===== src/rtl/ecefenu_pkg.sv =====
`timescale 1ns / 1ps

package ecefenu_pkg;

   // One fix in ECEF centimetres
   typedef struct packed {
      logic signed [31:0] pos_x;
      logic signed [31:0] pos_y;
      logic signed [31:0] pos_z;
   } pos_type;

   // One local offset in centimetres
   typedef struct packed {
      logic signed [31:0] east;
      logic signed [31:0] north;
      logic signed [31:0] up;
   } enu_type;

   // Wrapped difference of a fix from the reference
   typedef struct packed {
      logic signed [31:0] dx;
      logic signed [31:0] dy;
      logic signed [31:0] dz;
   } diff_type;

   // Word k: east x,y,z, north x,y,z, up x,y,z
   typedef logic [8:0][31:0] basis_type;

   localparam int QUEUE_DEPTH = 4;
   localparam int OUT_DEPTH   = 4;

   localparam logic [63:0] NANO_SCALE = 64'd1000000000;
   // inverse flattening times 1e9, minus 1e9
   localparam logic [63:0] FLAT_DEN   = 64'd297257223563;

   // Reciprocal form of the z stretch: for m up to 2^31,
   // (m * ZREC_MUL + ZREC_BIAS) >> ZREC_SHIFT is round(m * NANO_SCALE / FLAT_DEN)
   localparam int ZREC_SHIFT = 70;
   localparam logic [127:0] ZREC_MUL =
      ((128'd1 << ZREC_SHIFT) * 128'(NANO_SCALE) + 128'(FLAT_DEN) - 128'd1)
      / 128'(FLAT_DEN);
   localparam logic [95:0] ZREC_BIAS =
      96'(((128'd1 << ZREC_SHIFT) * 128'(FLAT_DEN >> 1) + 128'(FLAT_DEN) - 128'd1)
      / 128'(FLAT_DEN));
   localparam logic [30:0] ZREC_LO = ZREC_MUL[30:0];
   localparam logic [30:0] ZREC_HI = ZREC_MUL[61:31];

   // Arithmetic right shift by k, rounded half away from zero
   function automatic logic signed [63:0] shr_round(input logic signed [63:0] v,
                                                    input int unsigned k);
      logic [63:0] mag;
      logic [63:0] m;
      mag = v[63] ? 64'(-v) : 64'(v);
      m   = (mag + (64'd1 << (k - 1))) >> k;
      return v[63] ? -$signed(m) : $signed(m);
   endfunction

endpackage


===== src/rtl/ecefenu_front.sv =====
`timescale 1ns / 1ps

// Accepts fixes: the first becomes the reference, later ones are
// differenced and queued for the back end.
module ecefenu_front (
   input  logic                  clock,
   input  logic                  reset,
   input  logic                  req_push,
   output logic                  req_full,
   input  ecefenu_pkg::pos_type  req_item,
   output logic                  setup_start,
   output ecefenu_pkg::pos_type  setup_ref,
   output logic                  q_valid,
   output ecefenu_pkg::diff_type q_head,
   input  logic                  q_pop
);

   localparam int PTR_W = $clog2(ecefenu_pkg::QUEUE_DEPTH);
   localparam int CNT_W = $clog2(ecefenu_pkg::QUEUE_DEPTH + 1);

   logic                  ref_taken_ff;
   logic                  start_ff;
   ecefenu_pkg::pos_type  ref_ff;
   ecefenu_pkg::diff_type qmem_ff [ecefenu_pkg::QUEUE_DEPTH];
   logic [PTR_W-1:0]      wr_ptr_ff, rd_ptr_ff;
   logic [CNT_W-1:0]      count_ff, count_in;
   logic                  accept, push_q;
   ecefenu_pkg::diff_type diff;

   assign req_full = (count_ff == CNT_W'(ecefenu_pkg::QUEUE_DEPTH));
   assign accept   = req_push && !req_full;
   assign push_q   = accept && ref_taken_ff;

   assign diff.dx = req_item.pos_x - ref_ff.pos_x;
   assign diff.dy = req_item.pos_y - ref_ff.pos_y;
   assign diff.dz = req_item.pos_z - ref_ff.pos_z;

   always_comb begin
      count_in = count_ff;
      if (push_q && !q_pop) begin
         count_in = count_ff + CNT_W'(1);
      end else if (!push_q && q_pop) begin
         count_in = count_ff - CNT_W'(1);
      end
   end

   always_ff @(posedge clock) begin
      if (reset) begin
         ref_taken_ff <= 1'b0;
         start_ff     <= 1'b0;
         wr_ptr_ff    <= '0;
         rd_ptr_ff    <= '0;
         count_ff     <= '0;
      end else begin
         start_ff <= accept && !ref_taken_ff;
         if (accept) begin
            ref_taken_ff <= 1'b1;
         end
         if (push_q) begin
            wr_ptr_ff <= wr_ptr_ff + PTR_W'(1);
         end
         if (q_pop) begin
            rd_ptr_ff <= rd_ptr_ff + PTR_W'(1);
         end
         count_ff <= count_in;
      end
   end

   always_ff @(posedge clock) begin
      if (accept && !ref_taken_ff) begin
         ref_ff <= req_item;
      end
      if (push_q) begin
         qmem_ff[wr_ptr_ff] <= diff;
      end
   end

   assign setup_start = start_ff;
   assign setup_ref   = ref_ff;
   assign q_valid     = (count_ff != '0);
   assign q_head      = qmem_ff[rd_ptr_ff];

endmodule


===== config.mk =====
export PLATFORM = sky130hd
export DESIGN_NAME = ecefenu_front
export DESIGN_NICKNAME = d
export VERILOG_FILES = /design/src/rtl/ecefenu_pkg.sv /design/src/rtl/ecefenu_front.sv
export SDC_FILE = /design/constraint.sdc
export NUM_CORES = 1
export LEC_CHECK = 0
export ABC_AREA = 1
export CORE_UTILIZATION = 55
export DETAILED_ROUTE_END_ITERATION = 8
export DONT_BUFFER_PORTS = 1
export PLACE_DENSITY_LB_ADDON = 0.1
export SYNTH_ARGS = -nofsm -noshare
export SYNTH_HDL_FRONTEND = slang
export SYNTH_SLANG_ARGS = --single-unit

===== constraint.sdc =====
create_clock -name clock -period 5.2 [get_ports clock]
set_input_delay 0.52 -clock clock [delete_from_list [all_inputs] [get_ports clock]]
set_output_delay 0.52 -clock clock [all_outputs]
set_load 0.02 [all_outputs]

Yosys cells after proc, flatten, opt, wreduce, memory -nomap -nowiden
Memory sizes are Yosys's and may differ from the RTL's. A register that Yosys moved wholly into a read port is not among the register bits.
Index checks and enable logic that the tools add are counted.
{"block": "word_totals", "mem_count": 1, "elab_cells": 34, "regBits": 105, "ramBits": 384}
{"memory": "qmem_ff", "depth": 4, "width": 96, "read_ports": 1, "rd_clocked_by_memory_dff": 1, "write_ports": 1, "line": "ecefenu_front.sv:24", "rtl": "ecefenu_pkg::diff_type qmem_ff [ecefenu_pkg::QUEUE_DEPTH];"}
{"block": "classes", "addsub": 7, "muxes": 6, "eq_ne": 1, "reduce_logical": 11}
{"cell": "subtractor 32 bit", "n": 3}
{"cell": "two-way mux 3 bit", "n": 2}
{"cell": "logical AND 1 bit", "n": 5}
{"cell": "adder 2 x 1 -> 2 bit, second input constant", "n": 2}
{"cell": "logical NOT 1 bit", "n": 4}
{"cell": "two-way mux 2 bit", "n": 2}
{"cell": "adder 3 x 1 -> 3 bit, second input constant", "n": 1}
{"cell": "== test 3 bit, second input constant", "n": 1}
{"cell": "nonzero test 3 bit", "n": 1}
{"cell": "subtractor 3 x 1 -> 3 bit, second input constant", "n": 1}
{"cell": "two-way mux 1 bit", "n": 2}
{"cell": "nonzero test 2 bit", "n": 1}

Longest topological paths before layout
Gate-level depths: netlist of the first run.
{"block": "logic_depth", "ltp_word": 8, "mapped_depth": 13, "depth_no_buf": 13}

Least setup slack after synthesis of the first run
OpenSTA, ideal clock, no wires.
{"block": "synth_timing", "kind": "in2reg", "start": "input req_push", "end": "memory qmem_ff[0][0] (netlist bit), enable pin", "cell_stages": 4, "setup_time_ps": 552, "arrival_time_ps": 4887, "slack_ps": -239, "path_buffers": 0, "t_required_ps": 4648, "cell_sequence": "inv_1 > nor2_1 > nand2_1 > nor2_1"}
{"block": "synth_between", "elab_chain_len": 4}
{"item": "from (decl)", "line": "ecefenu_front.sv:8", "rtl": "input logic req_push,"}
{"item": "logical AND 1 bit", "line": "ecefenu_front.sv:31", "rtl": "assign accept = req_push && !req_full;"}
{"item": "logical AND 1 bit", "line": "ecefenu_front.sv:32", "rtl": "assign push_q = accept && ref_taken_ff;"}
{"item": "two-way mux 1 bit", "line": "ecefenu_front.sv:73", "rtl": "if (push_q) begin"}
{"item": "two-way mux 1 bit (not written as such)", "line": "ecefenu_front.sv:74", "rtl": "qmem_ff[wr_ptr_ff] <= diff;"}
{"item": "to (decl)", "line": "ecefenu_front.sv:24"}
No other way between the ends.

==> flow_summary.ini, run 1 <==
[status]
status = completed

[clocking]
cts_inserted_buffers = 52
worstSkewPairLatency_ns = 0.60
h-tree-depth = 2
cts.repair.resized = 0
clockRootBuffer = clkbuf_16
clkSinkCount = 491
cts_buffer_depth = 3
cts_tree = done
post-cts-setup-buffers = 0
path_clk_slew_ns = 0.06

[final_layout]
fillers = 3690
final_cells = 3427
design_area_um2 = 28200
utilization_pct = 63.4
syn_to_final_growth_pct = 13.0
fin_nets = 2996
drive_above_1_share_pct = 4.30
diodes = 0

[logic_synthesis]
synth_edf_count = 480
syn_area_per_cell_um2 = 9.28
synthTopCellsByArea = edfxtp_1 (58%), nand2_1 (11%), inv_1 (7.0%)
async_reset_ff_share_pct = 0
synthTopCellsByCount = nand2_1 (703), edfxtp_1 (480), inv_1 (463), nor2_1 (324), o21ai_0 (186)
post-synth-top-count-cell = nand2_1
synth.ff_latch_count = 491
yosysSeqAreaShare_pct = 58.6
synth_cell_types = 37
syn-instance-count = 2693
synth_largest_area_cell = edfxtp_1
synth_top_area_share_pct = 57.7
ys_warn_count = 0
synth_nets = 2895
synth_ff_type = edfxtp_1
synth_area_um2 = 25000

[global_route]
antenna_found_initial = 0
grt_pass1_vias = 17500
grt_max_degree = 150
overflow = 0
grt_pass1_wl_um = 96000
grt.total_usage_pct = 26.6

[timing]
finalHoldViolCount = 0
fin_crit_ns = 3.56
timing.setup.tns_ns = 0
drv_slew = 0
worstMarginPinSlew_ns = 1.14
rsz0062_at_grt = no
fmax_mhz = 281
slew_headroom_pct = 24.1
finalClockSkew_ns = 0.0188
final.setup.worst_slack_ns = 1.64
timing.hold.ws_ns = 0.0848
post-route-period-util_pct = 68.5
setup_viol = 0

[worst_setup_path]
worst-setup-path-type = register to output pin
arrival_ns = 3.04
cp_slowest_stage_delay_ns = 0.67
crit_path_top_delay_cell = inv_6
cp_cell_sequence = inv_6 -> buf_4 -> o21ai_0 -> o22ai_1
worst_setup_path_start_kind = register
required_ns = 4.68
crit_path_end_kind = output pin
crit_path_max_fanout = 149

[die]
fp-row-count = 77
core-area_um2 = 44500
initial_utilization_pct = 56.1
dieWidth_um = 215
io-pin-count = 295
die_h_um = 215
die_area_um2 = 46300

[power]
power_mw = 10.5
p_leak_nw = 12.4
peakVddDrop_uv = 293
p_per_area_nw_per_um2 = 372

[placed_design]
preCtsSetupSlack_ns = 2.28
dpl_cell_area_um2 = 25600
place_inst = 3235
hpwl_um = 42300
place.gp.congestion = 0.903
io_buffer_count = 0

[route]
vias = 18200
ant_nets = 0
drc_errors = 0
first_pass_iters = 6
avgRoutedWirePerCell_um = 18.1
drt-total-wl_um = 62100
via_per_inst = 5.31
drtIter0Drc = 1461

[hold_path]
min_path_type = primary input to register

[run]
drv_cap = 0
[cell type report]
cell class	instances	area (µm²)	share of cell area [%]
tap	592	741	2.62
clock inverter	30	244	0.864
timing repair buffer	112	1120	3.97
sequential	491	14600	51.9
multi-input combinational	1672	8340	29.5
clock buffer	65	1390	4.93
inverter	465	1750	6.20
[final timing paths]
path	from	slack, ns	cells after the start	end
worst max-delay path	register	1.64	4	q_head[13]
worst min-delay path	reset	0.08	2	count_ff[2]
worst max register to register	count_ff[0]	2.54	5	qmem_ff[2][31]
worst min register to register	rd_ptr_ff[1]	0.51	2	register
[critical path: cells and delay by family (launching register included)]
family                 cells  cell delay (ns)
AOI/OAI and AO/OA          2             0.63
buffers and inverters      2             1.20
DFF                        1             0.41
[report_power, final]
group          switching (mW)  internal [mW]
logic                    1.46          0.538
clock network            1.51           2.05
registers               0.166           4.77
total                    3.14           7.35
[placed cells by master, fill, tap and decap left out, types with 5 or more instances in the layout]
| cell type | count |
|---|---|
| nand2_1 | 703 |
| edfxtp_1 | 480 |
| inv_1 | 463 |
| nor2_1 | 319 |
| o21ai_0 | 186 |
| ha_1 | 98 |
| dlygate4sd3_1 | 97 |
| o22ai_1 | 96 |
| nand3_1 | 75 |
| a21oi_1 | 66 |
| clkbuf_16 | 54 |
| xor2_1 | 43 |
| nand2_2 | 16 |
| nand4_1 | 15 |
| clkinv_1 | 14 |
| buf_4 | 12 |
| clkbuf_1 | 11 |
| nor3_1 | 9 |
| dfxtp_1 | 9 |
| o21ai_1 | 7 |
| o21bai_1 | 5 |
| nor2_4 | 5 |
[routing by layer]
layer | share of wire [%] | up-vias | global-route usage [%]
met5 | 0 | - | 0
met2 | 46 | 573 | 42.5
met3 | 6.9 | 81 | 4.81
met1 | 45 | 8546 | 37.4
met4 | 2.3 | 0 | 7.73
li1 | - | 9002 | -
[registers in the layout (all words and copies together), names as in the netlist, named ones only]
signal / flops
setup_start: 1
setup_ref: 96
wr_ptr_ff: 2
rd_ptr_ff: 2
ref_taken_ff: 1
qmem_ff: 384
count_ff: 3
[repair_timing]
action,CTS,global route
hold buffers,97,0
endpoints found under the setup margin,0,0
endpoints found under the hold margin,106,0
[cell families after synthesis]
| kind of cell | count (synthesis) | share of synthesized area [%] |
|---|---|---|
| DFF | 491 | 58.6 |
| and+or+nand+nor | 1154 | 18.3 |
| AOI/OAI and AO/OA | 369 | 8.05 |
| adders and majority gates | 102 | 5.23 |
| xor gates and xnor gates | 47 | 1.65 |
| buffers and inverters | 530 | 8.21 |
Power figures use the tool's default switching activity.
==> run 2: changes to the inputs <==
- clock period: 5.2 -> 3.26 ns (I/O delays scaled with it)
==> flow_summary.ini, run 2 (synthesized netlist as in run 1, its figures left out) <==
[worst_setup_path]
crit_path_max_fanout = 69
required_ns = 2.93
r2r-start = count_ff[0]
arrival_ns = 2.50
cp_cell_sequence = inv_6 -> buf_4 -> o21ai_0 -> o22ai_1
crit_path_top_delay_cell = o22ai_1
crit_path_end_kind = output pin
worst_setup_path_start_kind = register
worst-setup-path-type = register to output pin
cp_slowest_stage_delay_ns = 0.62

[die]
core-area_um2 = 44500
die_h_um = 215
fp-row-count = 77
initial_utilization_pct = 56.1
io-pin-count = 295
dieWidth_um = 215
die_area_um2 = 46300

[power]
p_per_area_nw_per_um2 = 584
combPwrFrac_pct = 19.6
power_mw = 16.7
sw_frac_of_total_pct = 29.4
power_frac_clock_pct = 33.4
p_leak_nw = 12.7
switchingPower_mw = 4.92
pwr-share-seq_pct = 47.0
peakVddDrop_uv = 458
p_int_mw = 11.8

[final_layout]
mostFrequentLayoutCell = nand2_1
fillers = 3643
utilization_pct = 64.4
final_cell_mix = nand2_1 (703), edfxtp_1 (480), inv_1 (463)
drive_above_1_share_pct = 5.58
syn_to_final_growth_pct = 14.7
regMostFlops = qmem_ff
diodes = 0
final_cells = 3461
fin_nets = 3036
largest_reg_flops = 384

[timing]
slew_headroom_pct = 39.3
rsz0062_at_grt = no
setup_viol = 0
fin_crit_ns = 2.83
post-route-period-util_pct = 86.7
finalHoldViolCount = 0
worstMarginPinSlew_ns = 0.911
drv_slew = 0
timing.setup.tns_ns = 0
fmax_mhz = 354
finalClockSkew_ns = 0.0144

[global_route]
antenna_found_initial = 0
grt_pass1_vias = 17700
grt.total_usage_pct = 26.7
grt_pass1_wl_um = 96200
overflow = 0
grt_max_degree = 137

[placed_design]
io_buffer_count = 0
hpwl_um = 43700
place.gp.congestion = 0.924
place_inst = 3275

[route]
ant_nets = 0
drt-total-wl_um = 62000
via_per_inst = 5.31
vias = 18400
first_pass_iters = 5
drtIter0Drc = 1288
drc_errors = 0
avgRoutedWirePerCell_um = 17.9

[clocking]
h-tree-depth = 2
clkSinkCount = 491
cts_inserted_buffers = 50
cts.repair.resized = 0
path_clk_slew_ns = 0.06
cts_buffer_depth = 3
worstSkewPairLatency_ns = 0.58
clockRootBuffer = clkbuf_16
hold_buffers = 99
cts_tree = done
post-cts-setup-buffers = 0

[hold_path]
min_path_type = primary input to register
hp-start = req_item[31]

[status]
status = completed

[run]
drv_cap = 0
==> run 2: layout make-up <==
type / instances / area, µm² / share of cell area (%)
clock buffer: 65 / 1340 / 4.67
multi-input combinational: 1672 / 8340 / 29.1
clock inverter: 22 / 255 / 0.890
inverter: 465 / 1750 / 6.11
sequential: 491 / 14600 / 51.1
tap: 592 / 741 / 2.58
timing repair buffer: 154 / 1600 / 5.60
==> run 2: final timing paths <==
path	to	slack [ns]	cells past startpoint
max reg2reg	count_ff[2]	0.81	11
min reg2reg	register	0.52	2
min	qmem_ff[0][31]	0.15	3
max	q_head[82]	0.43	4
==> run 2: power by group through the flow <==
stage	combinational [mW]	sequential, mW	clock, mW
after floorplan	2.22	7.97	0
after global placement	3.10	7.99	0
after detailed placement	3.16	8.00	0
after CTS	3.27	7.87	5.72
after global routing	3.64	7.90	5.94
final	3.27	7.87	5.59
==> run 2: routing by layer <==
metal | up-vias | wire [µm] | track usage [%]
met2 | 540 | 29000 | 43.4
met1 | 8650 | 28000 | 37.0
met3 | 82 | 3750 | 4.35
li1 | 9102 | - | -
met4 | 0 | 1380 | 7.78
met5 | - | 0 | 0
==> run 2: critical path, delay by kind of cell, from the launching register on <==
kind	cells	cell delay (ns)
compound gates	2	0.74
buf+inv	2	0.73
flops	1	0.37
==> run 2: through the flow <==
stage               hold WS [ns]  setup slack, ns  area (µm²)
floorplan                  0.425           -0.584       25000
global placement           0.399            0.906       26100
detailed placement         0.403            0.845       26100
CTS                        0.117            0.429       28700
global route               0.148            0.337       28700
finish                     0.146            0.435       28700
